--- src/hw/rtl/ray_oriented_box_slab_test_core_assert.svh ---
// Assertion macros for the ray versus oriented box slab test core.
`ifndef RAY_ORIENTED_BOX_SLAB_TEST_CORE_ASSERT_SVH
`define RAY_ORIENTED_BOX_SLAB_TEST_CORE_ASSERT_SVH
// Same-cycle implication, checked on the rising clock edge outside reset.
`define ROBST_ASSERT_IMPLY(label, pre, post) \
   label: assert property (@(posedge clock) disable iff (reset) (pre) |-> (post)) \
      else $error("slab test core: implication failed");
// Next-cycle implication, checked on the rising clock edge outside reset.
`define ROBST_ASSERT_NEXT(label, pre, post) \
   label: assert property (@(posedge clock) disable iff (reset) (pre) |=> (post)) \
      else $error("slab test core: next-cycle implication failed");
`endif

--- src/hw/rtl/robst_pkg.sv ---
// Shared constants and register indexes of the slab test core.
package robst_pkg;
   localparam int unsigned CSR_INDEX_WIDTH = 3;
   localparam int unsigned PAR_LIMIT = 66;
   localparam int unsigned AXIS_WIDTH = 16;
   localparam int unsigned AXIS_FRAC = 14;
   localparam int unsigned EXTENT_WIDTH = 31;
   localparam logic signed [31:0] DIST_MAX = 32'sh7FFF_FFFF;
   localparam logic signed [31:0] DIST_MIN = 32'sh8000_0000;

   typedef enum logic [CSR_INDEX_WIDTH-1:0] {
      CSR_ORIGIN_X = 3'd0,
      CSR_ORIGIN_Y = 3'd1,
      CSR_ORIGIN_Z = 3'd2,
      CSR_DIR_X    = 3'd3,
      CSR_DIR_Y    = 3'd4,
      CSR_DIR_Z    = 3'd5
   } csr_index_type;
endpackage

--- src/hw/rtl/robst_front.sv ---
// Front part: accepts a slab word and forms the cosine and the offset with one multiplier.
module robst_front import robst_pkg::*; #(
   parameter int unsigned COORD_WIDTH = 32
) (
   input  logic                          clock,
   input  logic                          reset,
   input  logic                          req_valid,
   output logic                          req_ready,
   input  logic signed [AXIS_WIDTH-1:0]  req_axis_x,
   input  logic signed [AXIS_WIDTH-1:0]  req_axis_y,
   input  logic signed [AXIS_WIDTH-1:0]  req_axis_z,
   input  logic [EXTENT_WIDTH-1:0]       req_half_extent,
   input  logic signed [COORD_WIDTH-1:0] req_center_x,
   input  logic signed [COORD_WIDTH-1:0] req_center_y,
   input  logic signed [COORD_WIDTH-1:0] req_center_z,
   input  logic                          req_last_slab,
   input  logic signed [COORD_WIDTH-1:0] origin_x,
   input  logic signed [COORD_WIDTH-1:0] origin_y,
   input  logic signed [COORD_WIDTH-1:0] origin_z,
   input  logic signed [COORD_WIDTH-1:0] dir_x,
   input  logic signed [COORD_WIDTH-1:0] dir_y,
   input  logic signed [COORD_WIDTH-1:0] dir_z,
   output logic                          push_valid,
   input  logic                          push_ready,
   output logic signed [COORD_WIDTH+4:0] push_cos,
   output logic signed [COORD_WIDTH+4:0] push_dst,
   output logic [EXTENT_WIDTH-1:0]       push_half_extent,
   output logic                          push_parallel,
   output logic                          push_last
);
   localparam int unsigned PW = COORD_WIDTH + AXIS_WIDTH;
   localparam int unsigned AW = COORD_WIDTH + 4;
   localparam int unsigned DW = COORD_WIDTH + 5;

   typedef enum logic [1:0] {F_IDLE, F_MUL, F_PUSH} front_state_type;

   front_state_type             state_ff;
   logic [3:0]                  cnt_ff;
   logic signed [AXIS_WIDTH-1:0] ax_ff, ay_ff, az_ff;
   logic [EXTENT_WIDTH-1:0]     h_ff;
   logic signed [COORD_WIDTH-1:0] cx_ff, cy_ff, cz_ff;
   logic                        last_ff;
   logic signed [PW-1:0]        prod_ff;
   logic [1:0]                  grp_ff;
   logic                        prod_vld_ff;
   logic signed [AW-1:0]        acc_dir_ff, acc_org_ff, acc_cen_ff;
   logic signed [COORD_WIDTH-1:0] coord_sel;
   logic signed [AXIS_WIDTH-1:0] axis_sel;
   logic [1:0]                  grp_sel;
   logic signed [AW-1:0]        term_in;
   logic [DW-1:0]               abs_cos;

   always_comb begin
      unique case (cnt_ff)
         4'd0: begin coord_sel = dir_x;  axis_sel = ax_ff; grp_sel = 2'd0; end
         4'd1: begin coord_sel = dir_y;  axis_sel = ay_ff; grp_sel = 2'd0; end
         4'd2: begin coord_sel = dir_z;  axis_sel = az_ff; grp_sel = 2'd0; end
         4'd3: begin coord_sel = origin_x; axis_sel = ax_ff; grp_sel = 2'd1; end
         4'd4: begin coord_sel = origin_y; axis_sel = ay_ff; grp_sel = 2'd1; end
         4'd5: begin coord_sel = origin_z; axis_sel = az_ff; grp_sel = 2'd1; end
         4'd6: begin coord_sel = cx_ff;  axis_sel = ax_ff; grp_sel = 2'd2; end
         4'd7: begin coord_sel = cy_ff;  axis_sel = ay_ff; grp_sel = 2'd2; end
         default: begin coord_sel = cz_ff; axis_sel = az_ff; grp_sel = 2'd2; end
      endcase
   end

   // Dropping the low fraction bits of a two's complement product floors it.
   assign term_in = AW'($signed(prod_ff[PW-1:AXIS_FRAC]));

   assign req_ready  = (state_ff == F_IDLE);
   assign push_valid = (state_ff == F_PUSH);
   assign push_cos   = -DW'(acc_dir_ff);
   assign push_dst   = DW'(acc_org_ff) - DW'(acc_cen_ff);
   assign push_half_extent = h_ff;
   assign push_last  = last_ff;
   assign abs_cos    = push_cos[DW-1] ? DW'(-push_cos) : DW'(push_cos);
   assign push_parallel = (abs_cos < DW'(PAR_LIMIT));

   always_ff @(posedge clock) begin
      if (reset) begin
         state_ff    <= F_IDLE;
         cnt_ff      <= '0;
         prod_vld_ff <= 1'b0;
      end else begin
         unique case (state_ff)
            F_IDLE: begin
               if (req_valid) begin
                  ax_ff <= req_axis_x;
                  ay_ff <= req_axis_y;
                  az_ff <= req_axis_z;
                  h_ff  <= req_half_extent;
                  cx_ff <= req_center_x;
                  cy_ff <= req_center_y;
                  cz_ff <= req_center_z;
                  last_ff <= req_last_slab;
                  acc_dir_ff <= '0;
                  acc_org_ff <= '0;
                  acc_cen_ff <= '0;
                  cnt_ff   <= '0;
                  state_ff <= F_MUL;
               end
            end
            F_MUL: begin
               prod_ff     <= coord_sel * axis_sel;
               grp_ff      <= grp_sel;
               prod_vld_ff <= (cnt_ff < 4'd9);
               if (prod_vld_ff) begin
                  unique case (grp_ff)
                     2'd0: acc_dir_ff <= acc_dir_ff + term_in;
                     2'd1: acc_org_ff <= acc_org_ff + term_in;
                     default: acc_cen_ff <= acc_cen_ff + term_in;
                  endcase
               end
               cnt_ff <= cnt_ff + 4'd1;
               if (cnt_ff == 4'd9) begin
                  state_ff    <= F_PUSH;
                  prod_vld_ff <= 1'b0;
               end
            end
            default: begin
               if (push_ready) begin
                  state_ff <= F_IDLE;
               end
            end
         endcase
      end
   end
endmodule

--- src/hw/rtl/robst_fifo.sv ---
// Two-entry queue between the front and the back part.
module robst_fifo #(
   parameter int unsigned WIDTH = 8
) (
   input  logic             clock,
   input  logic             reset,
   input  logic             push,
   input  logic [WIDTH-1:0] push_data,
   output logic             full,
   input  logic             pop,
   output logic             not_empty,
   output logic [WIDTH-1:0] pop_data
);
   logic [WIDTH-1:0] mem_ff [2];
   logic             wr_ptr_ff, rd_ptr_ff;
   logic [1:0]       count_ff;

   assign full      = (count_ff == 2'd2);
   assign not_empty = (count_ff != 2'd0);
   assign pop_data  = mem_ff[rd_ptr_ff];

   always_ff @(posedge clock) begin
      if (push && !full) begin
         mem_ff[wr_ptr_ff] <= push_data;
      end
      if (reset) begin
         wr_ptr_ff <= 1'b0;
         rd_ptr_ff <= 1'b0;
         count_ff  <= '0;
      end else begin
         if (push && !full) begin
            wr_ptr_ff <= !wr_ptr_ff;
         end
         if (pop && not_empty) begin
            rd_ptr_ff <= !rd_ptr_ff;
         end
         count_ff <= count_ff + 2'((push && !full) ? 1 : 0) - 2'((pop && not_empty) ? 1 : 0);
      end
   end
endmodule

--- src/hw/rtl/robst_div.sv ---
// Serial restoring divider giving a saturated Q16.16 quotient.
module robst_div import robst_pkg::*; #(
   parameter int unsigned NUM_WIDTH = 38,
   parameter int unsigned DEN_WIDTH = 37
) (
   input  logic                        clock,
   input  logic                        reset,
   input  logic                        start,
   input  logic signed [NUM_WIDTH-1:0] num,
   input  logic signed [DEN_WIDTH-1:0] den,
   output logic                        done,
   output logic signed [31:0]          quot
);
   localparam int unsigned CW = NUM_WIDTH + DEN_WIDTH + 15;

   typedef enum logic [1:0] {D_IDLE, D_CHECK, D_RUN} div_state_type;

   div_state_type        state_ff;
   logic [NUM_WIDTH-1:0] un_ff;
   logic [DEN_WIDTH-1:0] ud_ff;
   logic                 neg_ff;
   logic [DEN_WIDTH:0]   rem_ff;
   logic [30:0]          sh_ff;
   logic [30:0]          q_ff;
   logic [4:0]           cnt_ff;
   logic                 done_ff;
   logic signed [31:0]   quot_ff;
   logic [DEN_WIDTH:0]   trial_in;
   logic                 ge_in;
   logic [30:0]          q_in;
   logic [NUM_WIDTH-1:0] un_hi_in;

   assign trial_in = {rem_ff[DEN_WIDTH-1:0], sh_ff[30]};
   assign ge_in    = (trial_in >= {1'b0, ud_ff});
   assign q_in     = {q_ff[29:0], ge_in};
   assign un_hi_in = un_ff >> 15;
   assign done     = done_ff;
   assign quot     = quot_ff;

   always_ff @(posedge clock) begin
      if (reset) begin
         state_ff <= D_IDLE;
         done_ff  <= 1'b0;
         cnt_ff   <= '0;
      end else begin
         done_ff <= 1'b0;
         unique case (state_ff)
            D_IDLE: begin
               if (start) begin
                  un_ff  <= num[NUM_WIDTH-1] ? NUM_WIDTH'(-num) : NUM_WIDTH'(num);
                  ud_ff  <= den[DEN_WIDTH-1] ? DEN_WIDTH'(-den) : DEN_WIDTH'(den);
                  neg_ff <= num[NUM_WIDTH-1] ^ den[DEN_WIDTH-1];
                  state_ff <= D_CHECK;
               end
            end
            D_CHECK: begin
               if (CW'(un_ff) >= (CW'(ud_ff) << 15)) begin
                  quot_ff  <= neg_ff ? DIST_MIN : DIST_MAX;
                  done_ff  <= 1'b1;
                  state_ff <= D_IDLE;
               end else begin
                  rem_ff   <= un_hi_in[DEN_WIDTH:0];
                  sh_ff    <= {un_ff[14:0], 16'd0};
                  q_ff     <= '0;
                  cnt_ff   <= '0;
                  state_ff <= D_RUN;
               end
            end
            default: begin
               rem_ff <= ge_in ? trial_in - {1'b0, ud_ff} : trial_in;
               sh_ff  <= {sh_ff[29:0], 1'b0};
               q_ff   <= q_in;
               cnt_ff <= cnt_ff + 5'd1;
               if (cnt_ff == 5'd30) begin
                  quot_ff  <= neg_ff ? -$signed({1'b0, q_in}) : $signed({1'b0, q_in});
                  done_ff  <= 1'b1;
                  state_ff <= D_IDLE;
               end
            end
         endcase
      end
   end
endmodule

--- src/hw/rtl/robst_back.sv ---
// Back part: divides out the slab distances, narrows the interval and emits the result word.
module robst_back import robst_pkg::*; #(
   parameter int unsigned COORD_WIDTH = 32
) (
   input  logic                          clock,
   input  logic                          reset,
   input  logic                          pop_valid,
   output logic                          pop,
   input  logic signed [COORD_WIDTH+4:0] pop_cos,
   input  logic signed [COORD_WIDTH+4:0] pop_dst,
   input  logic [EXTENT_WIDTH-1:0]       pop_half_extent,
   input  logic                          pop_parallel,
   input  logic                          pop_last,
   output logic                          rsp_valid,
   input  logic                          rsp_ready,
   output logic                          rsp_hit,
   output logic [30:0]                   rsp_distance
);
   localparam int unsigned DW = COORD_WIDTH + 5;
   localparam int unsigned NW = ((DW > 32) ? DW : 32) + 1;

   typedef enum logic [1:0] {B_IDLE, B_WAIT1, B_WAIT2, B_FIN} back_state_type;

   back_state_type       state_ff;
   logic signed [DW-1:0] cos_ff, dst_ff;
   logic signed [NW-1:0] h_ff;
   logic                 par_ff, last_ff;
   logic signed [31:0]   d1_ff, near_ff, far_ff;
   logic                 missed_ff;
   logic                 rsp_valid_ff, rsp_hit_ff;
   logic [30:0]          rsp_dist_ff;
   logic                 start1, start2, div_done;
   logic signed [NW-1:0] div_num;
   logic signed [31:0]   div_quot;
   logic signed [31:0]   lo_in, hi_in, near_in, far_in;
   logic                 miss_in, commit_in;

   assign pop    = (state_ff == B_IDLE) && pop_valid;
   assign start1 = pop && !missed_ff && !pop_parallel;
   assign start2 = (state_ff == B_WAIT1) && div_done;
   assign div_num = start1 ? NW'(pop_dst) - NW'($signed({1'b0, pop_half_extent}))
                           : NW'(dst_ff) + h_ff;

   robst_div #(.NUM_WIDTH(NW), .DEN_WIDTH(DW)) u_div (
      .clock (clock),
      .reset (reset),
      .start (start1 || start2),
      .num   (div_num),
      .den   (start1 ? pop_cos : cos_ff),
      .done  (div_done),
      .quot  (div_quot)
   );

   always_comb begin
      lo_in   = (d1_ff < div_quot) ? d1_ff : div_quot;
      hi_in   = (d1_ff < div_quot) ? div_quot : d1_ff;
      near_in = near_ff;
      far_in  = far_ff;
      miss_in = missed_ff;
      if (!missed_ff) begin
         if (par_ff) begin
            if ((NW'(dst_ff) < -h_ff) || (NW'(dst_ff) > h_ff)) begin
               miss_in = 1'b1;
            end
         end else if (hi_in < 0) begin
            miss_in = 1'b1;
         end else begin
            if (lo_in < 0) begin
               lo_in = '0;
            end
            if (lo_in > near_in) begin
               near_in = lo_in;
            end
            if (hi_in < far_in) begin
               far_in = hi_in;
            end
            if (near_in > far_in) begin
               miss_in = 1'b1;
            end
         end
      end
   end

   assign commit_in    = (state_ff == B_FIN) && (!last_ff || !rsp_valid_ff || rsp_ready);
   assign rsp_valid    = rsp_valid_ff;
   assign rsp_hit      = rsp_hit_ff;
   assign rsp_distance = rsp_dist_ff;

   always_ff @(posedge clock) begin
      if (reset) begin
         state_ff     <= B_IDLE;
         near_ff      <= '0;
         far_ff       <= DIST_MAX;
         missed_ff    <= 1'b0;
         rsp_valid_ff <= 1'b0;
      end else begin
         if (rsp_ready) begin
            rsp_valid_ff <= 1'b0;
         end
         unique case (state_ff)
            B_IDLE: begin
               if (pop) begin
                  cos_ff  <= pop_cos;
                  dst_ff  <= pop_dst;
                  h_ff    <= NW'($signed({1'b0, pop_half_extent}));
                  par_ff  <= pop_parallel;
                  last_ff <= pop_last;
                  state_ff <= start1 ? B_WAIT1 : B_FIN;
               end
            end
            B_WAIT1: begin
               if (div_done) begin
                  d1_ff    <= div_quot;
                  state_ff <= B_WAIT2;
               end
            end
            B_WAIT2: begin
               if (div_done) begin
                  state_ff <= B_FIN;
               end
            end
            default: begin
               if (commit_in) begin
                  state_ff <= B_IDLE;
                  if (last_ff) begin
                     rsp_valid_ff <= 1'b1;
                     rsp_hit_ff   <= !miss_in;
                     rsp_dist_ff  <= miss_in ? '0 : near_in[30:0];
                     near_ff      <= '0;
                     far_ff       <= DIST_MAX;
                     missed_ff    <= 1'b0;
                  end else begin
                     near_ff   <= near_in;
                     far_ff    <= far_in;
                     missed_ff <= miss_in;
                  end
               end
            end
         endcase
      end
   end
endmodule

--- src/hw/rtl/ray_oriented_box_slab_test_core.sv ---
// Top level of the ray versus oriented box slab test core.
// The user must write the ray origin and direction through the csr_ port only while
// the core is idle; the block does not enforce it. Each req_ word is one slab of an
// oriented box; the word with req_last_slab set closes the box and yields one rsp_
// word with the hit flag and the near distance (Q15.16); other slabs yield no word.
// The front part uses its single multiplier to form the nine coordinate by axis products
// one per cycle, then the word enters a two-entry queue; the front part takes no new
// slab until its word has entered the queue. The back part divides nothing for a
// parallel slab or a slab after a miss; for any other slab the serial divider yields
// one quotient bit per cycle for the two plane distances of the slab in turn. The back
// part takes no new word from the queue until it is through with the last one.
// Reset clears the registers, the queue and the running interval.
// While the receiver holds rsp_ready low, the result stays in the output register,
// the back part stops at the next closing slab and the queue then fills and
// holds req_ready low.
`include "ray_oriented_box_slab_test_core_assert.svh"
module ray_oriented_box_slab_test_core import robst_pkg::*; #(
   parameter int unsigned COORD_WIDTH = 32
) (
   input  logic                          clock,
   input  logic                          reset,
   input  logic                          csr_write_en,
   input  logic [CSR_INDEX_WIDTH-1:0]    csr_index,
   input  logic [COORD_WIDTH-1:0]        csr_wdata,
   input  logic                          req_valid,
   output logic                          req_ready,
   input  logic signed [AXIS_WIDTH-1:0]  req_axis_x,
   input  logic signed [AXIS_WIDTH-1:0]  req_axis_y,
   input  logic signed [AXIS_WIDTH-1:0]  req_axis_z,
   input  logic [EXTENT_WIDTH-1:0]       req_half_extent,
   input  logic signed [COORD_WIDTH-1:0] req_center_x,
   input  logic signed [COORD_WIDTH-1:0] req_center_y,
   input  logic signed [COORD_WIDTH-1:0] req_center_z,
   input  logic                          req_last_slab,
   output logic                          rsp_valid,
   input  logic                          rsp_ready,
   output logic                          rsp_hit,
   output logic [30:0]                   rsp_distance
);
   localparam int unsigned DW = COORD_WIDTH + 5;
   localparam int unsigned QW = 2 * DW + EXTENT_WIDTH + 2;

   logic signed [COORD_WIDTH-1:0] origin_x_ff, origin_y_ff, origin_z_ff;
   logic signed [COORD_WIDTH-1:0] dir_x_ff, dir_y_ff, dir_z_ff;
   logic                  push_valid, q_full, q_not_empty, q_pop;
   logic signed [DW-1:0]  push_cos, push_dst;
   logic [EXTENT_WIDTH-1:0] push_h;
   logic                  push_par, push_last;
   logic [QW-1:0]         q_out;

   always_ff @(posedge clock) begin
      if (reset) begin
         origin_x_ff <= '0;
         origin_y_ff <= '0;
         origin_z_ff <= '0;
         dir_x_ff    <= '0;
         dir_y_ff    <= '0;
         dir_z_ff    <= '0;
      end else if (csr_write_en) begin
         unique case (csr_index)
            CSR_ORIGIN_X: origin_x_ff <= csr_wdata;
            CSR_ORIGIN_Y: origin_y_ff <= csr_wdata;
            CSR_ORIGIN_Z: origin_z_ff <= csr_wdata;
            CSR_DIR_X:    dir_x_ff    <= csr_wdata;
            CSR_DIR_Y:    dir_y_ff    <= csr_wdata;
            CSR_DIR_Z:    dir_z_ff    <= csr_wdata;
            default: ;
         endcase
      end
   end

   robst_front #(.COORD_WIDTH(COORD_WIDTH)) u_front (
      .clock            (clock),
      .reset            (reset),
      .req_valid        (req_valid),
      .req_ready        (req_ready),
      .req_axis_x       (req_axis_x),
      .req_axis_y       (req_axis_y),
      .req_axis_z       (req_axis_z),
      .req_half_extent  (req_half_extent),
      .req_center_x     (req_center_x),
      .req_center_y     (req_center_y),
      .req_center_z     (req_center_z),
      .req_last_slab    (req_last_slab),
      .origin_x         (origin_x_ff),
      .origin_y         (origin_y_ff),
      .origin_z         (origin_z_ff),
      .dir_x            (dir_x_ff),
      .dir_y            (dir_y_ff),
      .dir_z            (dir_z_ff),
      .push_valid       (push_valid),
      .push_ready       (!q_full),
      .push_cos         (push_cos),
      .push_dst         (push_dst),
      .push_half_extent (push_h),
      .push_parallel    (push_par),
      .push_last        (push_last)
   );

   robst_fifo #(.WIDTH(QW)) u_fifo (
      .clock     (clock),
      .reset     (reset),
      .push      (push_valid),
      .push_data ({push_cos, push_dst, push_h, push_par, push_last}),
      .full      (q_full),
      .pop       (q_pop),
      .not_empty (q_not_empty),
      .pop_data  (q_out)
   );

   robst_back #(.COORD_WIDTH(COORD_WIDTH)) u_back (
      .clock           (clock),
      .reset           (reset),
      .pop_valid       (q_not_empty),
      .pop             (q_pop),
      .pop_cos         (q_out[QW-1 -: DW]),
      .pop_dst         (q_out[QW-DW-1 -: DW]),
      .pop_half_extent (q_out[EXTENT_WIDTH+1:2]),
      .pop_parallel    (q_out[1]),
      .pop_last        (q_out[0]),
      .rsp_valid       (rsp_valid),
      .rsp_ready       (rsp_ready),
      .rsp_hit         (rsp_hit),
      .rsp_distance    (rsp_distance)
   );

   `ROBST_ASSERT_NEXT(a_front_busy_after_accept, req_valid && req_ready, !req_ready)
   `ROBST_ASSERT_IMPLY(a_miss_has_zero_distance, rsp_valid && !rsp_hit, rsp_distance == '0)
   `ROBST_ASSERT_IMPLY(a_pop_only_when_filled, q_pop, q_not_empty)
endmodule
--- config.mk ---
export PLATFORM = sky130hd
export DESIGN_NAME = ray_oriented_box_slab_test_core
export DESIGN_NICKNAME = d
export VERILOG_FILES = /design/src/hw/rtl/robst_pkg.sv /design/src/hw/rtl/robst_front.sv /design/src/hw/rtl/robst_fifo.sv /design/src/hw/rtl/robst_div.sv /design/src/hw/rtl/robst_back.sv /design/src/hw/rtl/ray_oriented_box_slab_test_core.sv
export VERILOG_INCLUDE_DIRS = /design/src /design/src/hw/rtl
export SDC_FILE = /design/constraint.sdc
export NUM_CORES = 2
export LEC_CHECK = 0
export BUFFER_PORTS_ARGS = -buffer_cell sky130_fd_sc_hd__buf_2
export CAP_MARGIN = 20
export CELL_PAD_IN_SITES_DETAIL_PLACEMENT = 0
export CELL_PAD_IN_SITES_GLOBAL_PLACEMENT = 2
export CORE_MARGIN = 10
export CORE_UTILIZATION = 35
export CTS_CLUSTER_DIAMETER = 200
export CTS_CLUSTER_SIZE = 16
export DETAILED_ROUTE_END_ITERATION = 8
export GPL_TIMING_DRIVEN = 0
export HOLD_SLACK_MARGIN = 0.05
export PLACE_DENSITY = 0.79
export SLEW_MARGIN = 20
export SYNTH_ARGS = -nofsm -noshare
export SYNTH_HDL_FRONTEND = slang
export SYNTH_SLANG_ARGS = --single-unit
--- constraint.sdc ---
create_clock -name clock -period 27.1 [get_ports clock]
set_input_delay 1.355 -clock clock [delete_from_list [all_inputs] [get_ports clock]]
set_output_delay 1.355 -clock clock [all_outputs]
set_load 0.02 [all_outputs]
# Yosys cells after proc, flatten, opt, wreduce, memory -nomap -nowiden
# Memory sizes are Yosys's and may differ from the RTL's. A register that Yosys moved wholly into a read port is not among the register bits.
# Cells that the tools add are included.
# classes
add_sub_neg	17
n_mul	1
order_cmp	12
eq_ne	38
muxes	90
bitwise_logic	4
n_reduce_logical	60
# op_table
operator	count
$mux W32	26
$mux W36	8
$pmux W32 S8	1
$pmux W36 S2	3
$mux W37	5
$add A36 B34 Y36	3
$neg A37 Y37	2
$pmux W37 S2	1
$gt A32 B32 Y1	2
$lt A32 B1 Y1 const B	2
$lt A32 B32 Y1	2
$pmux W32 S2	1
$pmux W31 S2	1
$pmux W30 S2	1
$ge A38 B52 Y1	1
$mul A32 B16 Y48	1
$add A37 B32 Y38	1
$ge A38 B37 Y1	1
$lt A37 B38 Y1	1
$mux W38	1
$neg A31 Y38	1
$neg A38 Y38	1
$sub A37 B32 Y38	1
$gt A37 B32 Y1	1
52 further kinds	154
# word_totals
regBits	990
mem_bits_rw	214
elab_cells	274
memories	1
# memory_table
memory	words	word_bits	rd	rd_ports_with_merged_regs	wr	line	source
u_fifo.mem_ff	2	107	1	1	1	robst_fifo.sv:14	logic [WIDTH-1:0] mem_ff [2];

# Longest topological paths before layout
# depth
depth_word	18
ltp_mapped	45
ltp_nobuf	40

# Modules after synthesis
# A second synthesis with hierarchy kept.
# hier_totals
cells_unflattened	8424
hier_area_um2	85047.8
# by_module_without_submodules
mod	instances	cells_each	area_per_inst_um2	seq_area_each_um2
robst_front	1	4025	38189.1	9749.4
robst_back	1	2079	18710.4	6496.2
robst_div	1	1295	12598.3	5865.6
robst_fifo	1	359	8067.7	6526.3
ray_oriented_box_slab_test_core	1	666	7482.2	3843.7

# Worst setup path after synthesis
# OpenSTA, ideal clock, no wires.
# synth_timing
path_type	register to register
from	register (tool-made name)
to	register u_back.u_div.neg_ff, enable pin
setup_time_ps	922
arrival_time_ps	14395
required_ps	26178
setup_slack_ps	11783
stages_incl_launch_ff	12
path_buffers	8
period_less_slack_ps	15317
cell_sequence	dfxtp_1 -> clkbuf_1 -> mux2_2 -> or3_1 -> buf_2 -> buf_2 -> buf_2 -> clkbuf_1 -> buf_2 -> clkbuf_1 -> buf_2 -> a2111oi_0
# synth_lines
element	line	source
end signal, assigned	robst_div.sv:52	neg_ff <= num[NUM_WIDTH-1] ^ den[DEN_WIDTH-1];
end, declared	robst_div.sv:21	logic neg_ff;

# Worst setup path in the final report
# layout_timing
from	register u_front.cnt_ff[3]
to	register u_front.prod_ff[46] (data pin)
# layout_via
elab_chain_len	4
elab_cells_between_ends	13
# layout_lines
element	line	source
start, declared	robst_front.sv:38	logic [3:0] cnt_ff;
start signal, assigned	robst_front.sv:114	cnt_ff <= cnt_ff + 4'd1;
$eq A4 B3 Y1, or another cell as far along	robst_front.sv:54	unique case (cnt_ff)
$reduce_or A3 Y1 (no source line)	--	
$pmux W16 S2	robst_front.sv:54	
$mul A32 B16 Y48 (*)	robst_front.sv:104	prod_ff <= coord_sel * axis_sel;
end signal, assigned	robst_front.sv:104	
end, declared	robst_front.sv:43	logic signed [PW-1:0] prod_ff;
# Every way passes the cells marked *; elsewhere a longest branch is shown, timed or not.
# A chain may end at the register's enable or synchronous reset.

==> flow_metrics.py <==
metrics = {
    "timing": {
        "finalCriticalPeriod_ns": 12.99,
        "skew_ns": 0.04786,
        "rsz_0062_raised_after_global_routing": "false",
        "timing_max_transition_violations_final": 0,
        "worstMarginPinSlew_ns": 1.341,
        "fmax_mhz": 77.00,
        "finalSetupTns_ns": 0,
        "layout_worst_path_cycle_share_pct": 47.92,
        "finalSetupViolations": 0,
        "final_hold_violations": 0,
        "timing.slew.headroom_pct": 10.60,
        "hold-worst-slack_ns": 0.4431,
    },
    "logic_synthesis": {
        "post_synth_main_area_contributors": "edfxtp_1, fa_1, ha_1",
        "synth.yosys.seq_area_share_pct": 38.80,
        "synthArstFlopShare_pct": 0,
        "netlist.area_leader.share_pct": 32.11,
        "synth.avg_cell_area_um2": 9.730,
        "synth-main-ff-cell": "edfxtp_1",
        "synth_cells": 8603,
        "ys_types": 95,
        "number_of_synthesized_flops_with_an_enable_pin": 895,
        "synth.yosys.warnings": 0,
        "synth_area_um2": 83710,
        "synth-seq-cells": 1175,
        "netlist.top_cell.by_area": "edfxtp_1",
    },
    "cts": {
        "tritoncts_num_sinks": 1175,
        "cts_root_buf": "clkbuf_16",
        "cts.path.max_buffers": 3,
        "postCtsResizedCells": 0,
        "cts.reportedPaths.clkPinSlew_ns": 0.08,
        "cts_hold_buf": 0,
        "cts_made_buffers": 83,
        "cts_setup_buffers": 0,
        "insertion_delay_ns": 0.77,
        "cts-htree-levels": 3,
        "cts_tree": "yes",
    },
    "floorplan": {
        "initial_core_util_pct": 35.19,
        "design.die.area_um2": 259100,
        "core.rowCount": 179,
        "fp.dieH_um": 509.1,
        "core_area_um2": 237900,
        "floorplan.io_pins": 250,
        "die_x_um": 509.1,
    },
    "worst_hold_path": {
        "hold_path.class": "flip-flop to flip-flop",
    },
    "grt": {
        "grt_pass1_wl_mm": 420.9,
        "overflow_after_grt": 0,
        "antenna_violations_before_repair": 16,
        "grt_start_max_net_pins": 54,
        "grt_pass1_vias": 64978,
        "global_route_total_usage_across_every_layer_pct": 21.29,
    },
    "critical_path": {
        "cp_data_arrival_time_ns": 13.39,
        "nature_of_the_critical_path_endpoint": "flip-flop",
        "slowest_delay_ns": 0.92,
        "timing.critical_path.required_ns": 27.50,
        "crit_path_max_fo": 10,
        "cpMaxStageDelayCell": "clkbuf_1",
        "critical_path_class": "flip-flop to flip-flop",
        "startpoint_types": "flip-flop",
        "cp_common_cell": "fa_1",
    },
    "route": {
        "detailedRoute.firstPassIterationCount": 6,
        "drt_iter0_drc": 5630,
        "via_per_inst": 5.334,
        "antenna_violating_nets_post_route": 0,
        "routedLengthMet1_mm": 125.3,
        "route.vias.total": 65162,
        "detail_route.drc_violations": 0,
        "dr_wl_met3_mm": 16.12,
        "wl_met2_mm": 129.2,
        "detail_route.wirelength_mm": 283.0,
        "wl_per_cell_um": 23.16,
        "maxUsedRoutingLayer": "met5",
    },
    "finish": {
        "filler_cell_count": 23634,
        "area_growth_from_synthesis_to_final_layout_pct": 10.39,
        "share_of_cells_above_drive_strength_1_pct": 6.161,
        "final_cell_count_no_fill": 12216,
        "fin_nets": 10291,
        "stdcell_area_um2": 92400,
    },
    "place": {
        "placed_cell_area_um2": 89990,
        "io_buffers": 249,
        "dp.cells": 12078,
        "routabilityCongestion": 0.9443,
        "detailed_place_hpwl_mm": 226.8,
    },
    "run_status": {
        "outcome": "finished, final reports clean",
    },
    "flow_run": {
        "maxCapViolations": 0,
    },
    "power": {
        "peak_supply_drop_v": 0.00005227,
        "power_density_nw_per_um2": 71.78,
        "power_leakage_nw": 37.03,
        "power_mw": 6.632,
    },
}
-- cells in the mapped netlist, types with 61 or more instances --
master and number:
nand3_1 117, xor2_1 113, xnor2_1 239, or3_1 86
nand2_1 1087, a21oi_1 588, fa_1 492, nor2b_1 108
dfxtp_1 280, o21ai_0 300, nand2b_1 82, a221oi_1 62
clkbuf_1 306, a31oi_1 64, edfxtp_1 895, ha_1 586
a22o_1 94, mux2i_1 164, o31ai_1 61, a21o_1 199
nand4_1 72, o21a_1 76, nor3_1 220, inv_1 848
nor2_1 776, mux2_2 68
-- area by class of cell --
cell class	instances	area, um^2	area share [%]
clock buffer	120	2216	2.398
inverter	850	3191	3.453
buffer	352	1344	1.454
clock inverter	9	165.2	0.1787
multi-input combinational	6227	46890	50.74
tap	3167	3963	4.288
sequential	1175	32480	35.15
antenna	8	20.02	0.02166
timing repair buffer	308	2140	2.315
-- cells by family (layout without fill, tap and decap cells) --
group | after synthesis | in the layout | synth area share [%]
and+or+nand+nor | 2793 | 2793 | 15.01
AOI/OAI and AO/OA | 1769 | 1769 | 13.66
buffers and inverters | 1202 | 1639 | 5.414
DFF | 1175 | 1175 | 38.80
adders and majority gates | 1078 | 1078 | 20.53
xor gates and xnor gates | 353 | 353 | 3.702
muxes | 232 | 232 | 2.876
other | 1 | 10 | 0.004480
-- flip-flops by register name (all words and copies together) (netlist names), 34 cells and up, named ones only --
name and flops:
u_front.acc_cen_ff 36, u_back.cos_ff 37, u_back.u_div.un_ff 38, u_fifo.mem_ff 214
u_front.prod_ff 34, u_back.u_div.ud_ff 37, u_back.u_div.rem_ff 37, u_front.acc_org_ff 36
u_front.acc_dir_ff 36, u_back.dst_ff 37
-- metal layers --
metal / vias up / GRT usage, %
li1: 30742 / -
met1: 31980 / 28.81
met2: 2047 / 34.87
met3: 383 / 2.539
met4: 10 / 8.100
met5: - / 0
-- where the power goes --
part           internal, mW  switching [mW]
logic                  1.19            1.90
registers              2.16           0.139
clock network         0.574           0.677
total                  3.92            2.71
-- final timing paths --
kind | start | to | slack (ns) | cells after the start
max reg2reg | u_front.cnt_ff[3]$_SDFFE_PP0P_ | u_front.prod_ff[46]$_DFFE_PP_ | 14.11 | 31
min reg2reg | u_front.push_half_extent[12]$_DFFE_PP_ | u_fifo.mem_ff[1][14]$_DFFE_PP_ | 0.44 | 0
max | u_front.cnt_ff[3]$_SDFFE_PP0P_ | u_front.prod_ff[46]$_DFFE_PP_ | 14.11 | 31
min | u_front.push_half_extent[12]$_DFFE_PP_ | u_fifo.mem_ff[1][14]$_DFFE_PP_ | 0.44 | 0
-- cells in the final DEF, fill, tap and decap left out, types with 40 or more instances in the layout --
cell | synthesis | final
a21o_1 | 199 | 199
a21oi_1 | 588 | 583
a221oi_1 | 62 | 60
a22o_1 | 94 | 94
a31oi_1 | 64 | 64
and2_1 | 42 | 41
and3_1 | 56 | 56
buf_2 | 16 | 283
clkbuf_1 | 306 | 342
clkbuf_16 | 0 | 83
dfxtp_1 | 280 | 280
edfxtp_1 | 895 | 895
fa_1 | 492 | 492
ha_1 | 586 | 586
inv_1 | 848 | 848
mux2_2 | 68 | 68
mux2i_1 | 164 | 164
nand2_1 | 1087 | 1087
nand2b_1 | 82 | 82
nand3_1 | 117 | 117
nand4_1 | 72 | 72
nor2_1 | 776 | 772
nor2b_1 | 108 | 107
nor3_1 | 220 | 215
o21a_1 | 76 | 76
o21ai_0 | 300 | 300
o21bai_1 | 40 | 40
o31ai_1 | 61 | 61
or3_1 | 86 | 86
xnor2_1 | 239 | 239
xor2_1 | 113 | 113
-- per-stage QoR --
stage	setup slack [ns]	utilization [%]
after detailed placement	14.13	37.83
after global routing	13.63	38.84
after floorplan	11.78	-
final	14.11	38.85
after global placement	5.703	37.39
after CTS	14.08	38.84
-- worst max-delay path: cells and delay by family, from the launching register on --
family                     cells  cell delay (ns)
AOI/OAI and AO/OA             10             4.05
buffers and inverters          8             2.37
DFF                            1             0.42
and+or+nand+nor                6             2.23
adders and majority gates      7             3.51
No activity file was read; power rests on OpenSTA's default activity.
